===== config.mk =====
export PLATFORM = sky130hd
export DESIGN_NAME = quad_motor_mixer_deadband_core
export DESIGN_NICKNAME = d
export VERILOG_FILES = /design/src/hdl/qmmd_pkg.sv /design/src/hdl/quad_motor_mixer_deadband_core.sv
export SDC_FILE = /design/constraint.sdc
export NUM_CORES = 1
export LEC_CHECK = 0
export ABC_AREA = 1
export BUFFER_PORTS_ARGS = -buffer_cell sky130_fd_sc_hd__buf_4
export CORE_MARGIN = 3
export CORE_UTILIZATION = 55
export DETAILED_ROUTE_END_ITERATION = 10
export MAX_ROUTING_LAYER = met4
export PLACE_DENSITY = 0.78
export SLEW_MARGIN = 10
export SYNTH_ARGS = -nofsm -noshare
export SYNTH_HDL_FRONTEND = slang
export SYNTH_SLANG_ARGS = --single-unit

===== constraint.sdc =====
create_clock -name clk -period 12.05 [get_ports clk]
set_clock_uncertainty 0.15 [all_clocks]
set_input_delay 2.41 -clock clk [delete_from_list [all_inputs] [get_ports clk]]
set_output_delay 2.41 -clock clk [all_outputs]
set_load 0.03 [all_outputs]

===== src/hdl/qmmd_pkg.sv =====
// Package for the quad X-layout motor mixer with per-axis change filter.
// Holds the register map, field widths, reset values and the input item type.
// No dependencies.
package qmmd_pkg;

  localparam int AXIS_W  = 11;
  localparam int PULSE_W = 11;
  localparam int THR_W   = 10;
  localparam int CFG_IDX_W  = 3;
  localparam int CFG_DATA_W = 11;
  localparam int MIX_W   = 15;
  localparam int DIFF_W  = 12;

  localparam logic [CFG_IDX_W-1:0] REG_ELEVATE_MODE  = 3'd0;
  localparam logic [CFG_IDX_W-1:0] REG_BASE_HIGH     = 3'd1;
  localparam logic [CFG_IDX_W-1:0] REG_BASE_LOW      = 3'd2;
  localparam logic [CFG_IDX_W-1:0] REG_THR_RP        = 3'd3;
  localparam logic [CFG_IDX_W-1:0] REG_THR_YAW       = 3'd4;
  localparam logic [CFG_IDX_W-1:0] REG_CLAMP_MIN     = 3'd5;
  localparam logic [CFG_IDX_W-1:0] REG_CLAMP_MAX     = 3'd6;

  localparam logic [PULSE_W-1:0] RST_BASE_HIGH = 11'd1450;
  localparam logic [PULSE_W-1:0] RST_BASE_LOW  = 11'd1150;
  localparam logic [THR_W-1:0]   RST_THR_RP    = 10'd20;
  localparam logic [THR_W-1:0]   RST_THR_YAW   = 10'd10;
  localparam logic [PULSE_W-1:0] RST_CLAMP_MIN = 11'd1050;
  localparam logic [PULSE_W-1:0] RST_CLAMP_MAX = 11'd1750;

  typedef logic signed [AXIS_W-1:0] axis_t;
  typedef logic [PULSE_W-1:0] pulse_t;

  typedef struct packed {
    axis_t roll;
    axis_t pitch;
    axis_t yaw;
    axis_t trim;
    logic  on;
    logic  stop;
  } in_item_t;

endpackage


===== src/hdl/quad_motor_mixer_deadband_core.sv =====
// Top level of the quad X-layout motor mixer with per-axis change filter.
// Input register, filter/mix/clamp logic, held result register.
// Depends on qmmd_pkg.
//
//  channel | handshake              | payload
//  --------+------------------------+-----------------------------------------
//  in      | in_valid / in_ready    | roll, pitch, yaw corrections, trim, flags
//  out     | out_valid / out_ready  | four ESC pulse widths
//  cfg     | cfg_wr_en              | cfg_index, cfg_data
//
// Input register, then result register; one transaction per cycle while the
// output is not stalled. The filter state updates as an item moves into the
// result register. A stalled output holds both stages; in_ready stays high
// while the input register is empty or moving. Synchronous reset clears the
// valid flags, filter state and held widths and loads config reset values.
module quad_motor_mixer_deadband_core (
  input  logic                          clk,
  input  logic                          rst,
  input  logic                          in_valid,
  output logic                          in_ready,
  input  qmmd_pkg::axis_t               roll_correction,
  input  qmmd_pkg::axis_t               pitch_correction,
  input  qmmd_pkg::axis_t               yaw_correction,
  input  qmmd_pkg::axis_t               throttle_trim,
  input  logic                          motors_on,
  input  logic                          stop_request,
  output logic                          out_valid,
  input  logic                          out_ready,
  output qmmd_pkg::pulse_t              esc_front_one,
  output qmmd_pkg::pulse_t              esc_front_two,
  output qmmd_pkg::pulse_t              esc_rear_three,
  output qmmd_pkg::pulse_t              esc_rear_four,
  input  logic                          cfg_wr_en,
  input  logic [qmmd_pkg::CFG_IDX_W-1:0]  cfg_index,
  input  logic [qmmd_pkg::CFG_DATA_W-1:0] cfg_data
);
  import qmmd_pkg::*;

  logic               elevate_mode;
  pulse_t             base_speed_high;
  pulse_t             base_speed_low;
  logic [THR_W-1:0]   threshold_roll_pitch;
  logic [THR_W-1:0]   threshold_yaw;
  pulse_t             clamp_min;
  pulse_t             clamp_max;

  in_item_t s1;
  logic     s1_valid;
  axis_t    kept_roll;
  axis_t    kept_pitch;
  axis_t    kept_yaw;
  pulse_t   held [4];

  logic     advance;
  axis_t    roll_next;
  axis_t    pitch_next;
  axis_t    yaw_next;
  logic signed [MIX_W-1:0] base_sum;
  logic signed [MIX_W-1:0] mix [4];
  pulse_t   clamped [4];

  function automatic axis_t filter_axis(axis_t fresh, axis_t last, logic [THR_W-1:0] thr);
    logic signed [DIFF_W-1:0] d;
    logic [DIFF_W-1:0]        mag;
    d   = DIFF_W'(last) - DIFF_W'(fresh);
    mag = d[DIFF_W-1] ? DIFF_W'(-d) : DIFF_W'(d);
    return (mag > DIFF_W'(thr)) ? fresh : last;
  endfunction

  function automatic pulse_t clamp_pulse(logic signed [MIX_W-1:0] v, pulse_t lo, pulse_t hi);
    logic signed [MIX_W-1:0] t;
    t = v;
    if (t < $signed({{(MIX_W-PULSE_W){1'b0}}, lo})) t = $signed({{(MIX_W-PULSE_W){1'b0}}, lo});
    if (t > $signed({{(MIX_W-PULSE_W){1'b0}}, hi})) t = $signed({{(MIX_W-PULSE_W){1'b0}}, hi});
    return t[PULSE_W-1:0];
  endfunction

  always_ff @(posedge clk) begin
    if (rst) begin
      elevate_mode         <= 1'b0;
      base_speed_high      <= RST_BASE_HIGH;
      base_speed_low       <= RST_BASE_LOW;
      threshold_roll_pitch <= RST_THR_RP;
      threshold_yaw        <= RST_THR_YAW;
      clamp_min            <= RST_CLAMP_MIN;
      clamp_max            <= RST_CLAMP_MAX;
    end else if (cfg_wr_en) begin
      unique case (cfg_index)
        REG_ELEVATE_MODE: elevate_mode         <= cfg_data[0];
        REG_BASE_HIGH:    base_speed_high      <= cfg_data[PULSE_W-1:0];
        REG_BASE_LOW:     base_speed_low       <= cfg_data[PULSE_W-1:0];
        REG_THR_RP:       threshold_roll_pitch <= cfg_data[THR_W-1:0];
        REG_THR_YAW:      threshold_yaw        <= cfg_data[THR_W-1:0];
        REG_CLAMP_MIN:    clamp_min            <= cfg_data[PULSE_W-1:0];
        REG_CLAMP_MAX:    clamp_max            <= cfg_data[PULSE_W-1:0];
        default: ;
      endcase
    end
  end

  assign advance  = !out_valid || out_ready;
  assign in_ready = !s1_valid || advance;

  always_ff @(posedge clk) begin
    if (rst) begin
      s1_valid <= 1'b0;
    end else if (in_ready) begin
      s1_valid <= in_valid;
    end
    if (in_ready && in_valid) begin
      s1.roll  <= roll_correction;
      s1.pitch <= pitch_correction;
      s1.yaw   <= yaw_correction;
      s1.trim  <= throttle_trim;
      s1.on    <= motors_on;
      s1.stop  <= stop_request;
    end
  end

  always_comb begin
    roll_next  = filter_axis(s1.roll, kept_roll, threshold_roll_pitch);
    pitch_next = filter_axis(s1.pitch, kept_pitch, threshold_roll_pitch);
    yaw_next   = filter_axis(s1.yaw, kept_yaw, threshold_yaw);
    base_sum   = $signed({{(MIX_W-PULSE_W){1'b0}},
                          (elevate_mode ? base_speed_high : base_speed_low)})
               + MIX_W'(s1.trim);
    mix[0] = base_sum + MIX_W'(roll_next) - MIX_W'(pitch_next) - MIX_W'(yaw_next);
    mix[1] = base_sum - MIX_W'(roll_next) - MIX_W'(pitch_next) + MIX_W'(yaw_next);
    mix[2] = base_sum - MIX_W'(roll_next) + MIX_W'(pitch_next) - MIX_W'(yaw_next);
    mix[3] = base_sum + MIX_W'(roll_next) + MIX_W'(pitch_next) + MIX_W'(yaw_next);
    for (int i = 0; i < 4; i++) begin
      clamped[i] = clamp_pulse(mix[i], clamp_min, clamp_max);
    end
  end

  always_ff @(posedge clk) begin
    if (rst) begin
      out_valid  <= 1'b0;
      kept_roll  <= '0;
      kept_pitch <= '0;
      kept_yaw   <= '0;
      for (int i = 0; i < 4; i++) begin
        held[i] <= '0;
      end
    end else if (advance) begin
      out_valid <= s1_valid;
      if (s1_valid) begin
        kept_roll  <= roll_next;
        kept_pitch <= pitch_next;
        kept_yaw   <= yaw_next;
        if (!s1.on && s1.stop) begin
          for (int i = 0; i < 4; i++) begin
            held[i] <= '0;
          end
        end else if (s1.on && !s1.stop) begin
          for (int i = 0; i < 4; i++) begin
            held[i] <= clamped[i];
          end
        end
      end
    end
  end

  assign esc_front_one  = held[0];
  assign esc_front_two  = held[1];
  assign esc_rear_three = held[2];
  assign esc_rear_four  = held[3];

`ifndef SYNTHESIS
  a_stop_zero: assert property (@(posedge clk) disable iff (rst)
    (s1_valid && advance && !s1.on && s1.stop) |=>
      (esc_front_one == '0 && esc_front_two == '0 &&
       esc_rear_three == '0 && esc_rear_four == '0))
    else $error("stop transaction did not zero outputs");

  a_run_upper: assert property (@(posedge clk) disable iff (rst)
    (s1_valid && advance && s1.on && !s1.stop) |=>
      (esc_front_one <= $past(clamp_max) && esc_front_two <= $past(clamp_max) &&
       esc_rear_three <= $past(clamp_max) && esc_rear_four <= $past(clamp_max)))
    else $error("running output above clamp_max");

  a_kept_source: assert property (@(posedge clk) disable iff (rst)
    (s1_valid && advance) |=>
      (kept_roll == $past(s1.roll) || kept_roll == $past(kept_roll)))
    else $error("kept roll from neither fresh nor last value");

  a_hold_idle: assert property (@(posedge clk) disable iff (rst)
    (!s1_valid || !advance) |=>
      ($stable(kept_yaw) && $stable(kept_pitch)))
    else $error("filter state moved without a transaction");
`endif

endmodule

==> results of run 1 <==
==> layout make-up <==
class | instances | share of cell area
multi-input combinational | 1874 | 0.598
sequential | 190 | 0.224
inverter | 422 | 0.0778
timing repair buffer | 122 | 0.0446
tap | 442 | 0.0270
clock buffer | 19 | 0.0226
clock inverter | 13 | 0.00585
timing repair inverter | 2 | 0.000610
==> registers in the layout, summed over array words and instances, names as in the netlist <==
signal                count
base_speed_high          11
s1_valid                  1
kept_yaw                 11
s1                       46
kept_pitch               11
elevate_mode              1
clamp_min                11
kept_roll                11
clamp_max                11
threshold_yaw            10
held                     44
out_valid                 1
base_speed_low           11
threshold_roll_pitch     10
==> logic make-up after synthesis <==
| kind of cell | after synthesis | synth area share |
|---|---|---|
| adder cells (fa/ha/maj) | 312 | 0.235 |
| buffers and inverters | 489 | 0.101 |
| AND/OR/NAND/NOR | 971 | 0.219 |
| flip-flops | 190 | 0.247 |
| AO/OA/AOI/OAI | 463 | 0.139 |
| XOR/XNOR | 126 | 0.0592 |
==> stage by stage <==
step	util	TNS [ns]	setup slack, ns	instances	hold WS (ns)
floorplan	-	0	2.21	2551	0.274
global placement	0.600	0	0.576	3041	0.284
detailed placement	0.600	0	0.370	3041	0.291
CTS	0.617	0	0.349	3073	0.302
global route	0.623	-0.147	-0.0470	3084	0.318
finish	0.623	0	1.02	3084	0.303
==> how the worst max path moves through the flow <==
stage          startpoint          end  slack (ns)  depth (start not counted)
2_1_floorplan      s1[37]  held[0][10]        2.21                         65
3_3_place_gp       s1[37]   held[3][0]        0.58                         58
3_5_place_dp       s1[37]   held[3][0]        0.37                         59
4_1_cts            s1[37]   held[3][0]        0.35                         58
5_1_grt            s1[37]   held[0][0]       -0.05                         61
6_report           s1[37]   held[0][0]        1.02                         61
==> routing by layer <==
layer  vias to the layer above  wire [um]  GRT usage  share of wire
met4                         0       1980      0.113          0.037
met3                       114       3290     0.0457          0.061
met1                      8027      23000      0.384           0.43
li1                       8508          -          -              -
met5                         -          0          -              0
met2                       573      25400      0.496           0.47
==> worst max-delay path: cells and delay by family, from the launching register on <==
family / cells / cell delay (ns)
simple gates: 15 / 1.71
buf+inv: 11 / 1.15
flops: 1 / 0.35
fa+ha+maj: 8 / 2.75
compound gates: 24 / 4.02
xor+xnor: 3 / 0.62
==> what timing repair did <==
item                                    in CTS  in global routing
setup buffers                                0                  7
endpoints found under the setup margin       0                 44
gates resized for setup                      0                 36
==> cell usage in the layout, fill, tap and decap left out, types with 29 or more instances in the layout <==
master	synthesis	layout
a21oi_1	220	220
buf_4	5	122
dfxtp_1	111	111
edfxtp_1	79	79
fa_1	63	63
ha_1	249	244
inv_1	419	415
nand2_1	491	485
nand3_1	195	195
nor2_1	209	207
o21ai_0	142	133
xnor2_1	29	29
xor2_1	97	96
==> flow_summary.ini, run 1 <==
[critical_path]
cp_slowest_cell = fa_1
slowest_delay_ns = 0.53
cp.arrival_ns = 11.10
crit_type = reg2reg
start_kind = flip-flop
reg2reg_depth = 61
r2r_slack_ns = 1.02
path_max_fanout = 22
r2r-end = held[0][0]
r2r-start = s1[37]
required_ns = 12.12
endpoint_kind = flip-flop

[routing]
drt_wl_total_um = 53700
drcViolationCount = 0
vias_per_cell = 5.58
dr.first_iter.drc_count = 1337
vias = 17222
drtAntennaViolNets = 0
avgRoutedWirePerCell_um = 17.4
drt_first_pass_iters = 5

[clock_tree]
htreeDepth = 4
clk_pin_slew_ns = 0.08
clock_sinks = 190
cts_root_buffer = clkbuf_16
cts_buffer_depth = 2
cts_buffers = 17
ctsHoldBuffers = 0
cts_tree = done
insertion_delay_ns = 0.46

[sta]
post-route-period-util = 0.915
tightest_slew_ns = 1.05
hold_viol_final = 0
relSlewSlack = 0.296
finalSetupViolations = 0
period_needed_ns = 11.03
drv_slew = 0
fmax_mhz = 90.7

[yosys]
async_flop_share = 0
synth_cell_types = 53
synth_top_area_cell = ha_1
yosys_most_used_dff = dfxtp_1
synth.top_cell.area_share = 0.167
synth_edf_count = 79
synth_seq_cells = 190
syn_nets = 2928
synth_common_cells = nand2_1 (491), inv_1 (419), ha_1 (249)
synthCells = 2551
yosys-top-cells-area = ha_1 (17%), edfxtp_1 (13%), dfxtp_1 (12%)
synth_warnings = 0
seq_area_frac_synth = 0.247
synth_area_mm2 = 0.0186
syn_area_per_cell_um2 = 7.30
synth.most_common_cell = nand2_1

[final_layout]
fillerInstances = 2956
n_antenna_cell = 0
fin_area_mm2 = 0.0205
area_growth_pct = 10.1
register_area_mm2 = 0.00459
nets = 3006
multi_input_area_mm2 = 0.0123
drive_above_1_share = 0.0806

[placed_design]
placed_area_mm2 = 0.0198
routabilityCongestion = 1.00
placement.io_buffers = 110
place_hpwl_um = 43000

[worst_hold_path]
worstHoldEndpoint = base_speed_low[8]
hold_depth = 2
hold_class = reg2reg
min_from = base_speed_low[8]

[grt]
antenna_found_initial = 0
grt_pass1_vias = 16366
overflow = 0
grt_usage = 0.304
grt_max_degree = 67
grt_pass1_wl_um = 84200

[floorplanning]
die_area_mm2 = 0.0361
core_mm2 = 0.0329
start_util = 0.565
ios = 111
die_height_um = 190
rows = 66
die_width_um = 190

[outcome]
outcome = complete, no violations

[flow_run]
drv_cap = 0
Power of run 1 is not shown: default switching activity piles up to over one toggle a cycle in this logic, so the estimate is an artifact.
==> run 2: changes to the inputs <==
SKIP_CTS_REPAIR_TIMING = 1   (was unset)
clock period = 11.4 ns   (was 12.05 ns; I/O delays follow)
==> flow_summary.ini, run 2 (synthesized netlist as in run 1, its figures left out) <==
[clock_tree]
cts_tree = done
cts_buffers = 17
cts_buffer_depth = 2
clk_pin_slew_ns = 0.08
cts_root_buffer = clkbuf_16
htreeDepth = 4
clock_sinks = 190
insertion_delay_ns = 0.46

[routing]
drt_first_pass_iters = 7
avgRoutedWirePerCell_um = 17.6
drcViolationCount = 0
drt_wl_total_um = 54800
vias_per_cell = 5.63
dr.first_iter.drc_count = 1508
vias = 17546
drtAntennaViolNets = 0

[critical_path]
cp_slowest_cell = fa_2
required_ns = 11.47
start_kind = flip-flop
crit_type = reg2reg
slowest_delay_ns = 0.55
cp.arrival_ns = 10.85
endpoint_kind = flip-flop
path_max_fanout = 11
crit_top_cell = nand2_1

[sta]
fin_tns_setup_ns = 0
post-route-period-util = 0.946
period_needed_ns = 10.78
fmax_mhz = 92.8
finalSetupViolations = 0
drv_slew = 0
hold_viol_final = 0
setup_slack_ns = 0.620
relSlewSlack = 0.306
tightest_slew_ns = 1.04

[floorplanning]
core_mm2 = 0.0329
die_height_um = 190
ios = 111
rows = 66
die_width_um = 190
start_util = 0.565
die_area_mm2 = 0.0361

[final_layout]
area_growth_pct = 12.1
nets = 3036
drive_above_1_share = 0.101
largest_reg_flops = 46
top_register = s1
fin_area_mm2 = 0.0209
layout_common_cells = nand2_1 (486), inv_1 (414), ha_1 (241), a21oi_1 (213), nor2_1 (207)
n_antenna_cell = 0
post-route-util = 0.634
fillerInstances = 2944
layout_commonest_cell = nand2_1
largestRegisters = s1 x46, held x44

[placed_design]
place_hpwl_um = 43500
place_ws_ns = 0.0134
placement.io_buffers = 110
routabilityCongestion = 0.985
placed_area_mm2 = 0.0199

[grt]
antenna_found_initial = 0
grt_max_degree = 67
grt_pass1_vias = 16681
use_met3 = 0.0356
grt_pass1_wl_um = 85400
grt_busiest_layer = met2
overflow = 0
grt.met2_usage = 0.507
grt_use_met1 = 0.388
grt_usage = 0.307

[outcome]
outcome = complete, no violations

[worst_hold_path]
hold_class = reg2reg

[flow_run]
drv_cap = 0
[run 2: critical path, delay by kind of cell, from the launching register on]
family                   cells  cell delay (ns)
buffers and inverters       10             1.27
AO/OA/AOI/OAI               20             3.41
flip-flops                   1             0.35
adder cells (fa/ha/maj)      7             2.58
AND/OR/NAND/NOR             19             2.08
XOR/XNOR                     3             0.64
[run 2: cell type report]
class,count,area [um2],share of cell area
Sequential cell,190,4590,0.220
Timing Repair inverter,3,17.5,0.000839
Timing Repair Buffer,153,1150,0.0552
Clock buffer,19,454,0.0217
Inverter,422,1600,0.0766
Tap cell,442,553,0.0265
Clock inverter,13,123,0.00587
Multi-Input combinational cell,1872,12400,0.593
[run 2: worst paths after layout]
path,startpoint,endpoint,slack (ns),cells after the start
setup reg to reg,s1[37],held[0][2],0.62,59
hold / removal,base_speed_low[7],base_speed_low[7],0.31,2
setup / recovery,s1[37],held[0][2],0.62,59
hold reg to reg,base_speed_low[7],base_speed_low[7],0.31,2
[run 2: layer usage]
layer | part of all wire | wire, um
met1 | 0.44 | 23900
met2 | 0.48 | 26300
met4 | 0.033 | 1790
met5 | 0 | 0
met3 | 0.051 | 2820
[run 2: through the flow]
step	std cells	hold WS [ns]
finish	3114	0.310
global route	3114	0.326
CTS	3086	0.311
detailed placement	3054	0.295
global placement	3054	0.284
floorplan	2551	0.274
Power of run 2 is left out for the same reason.
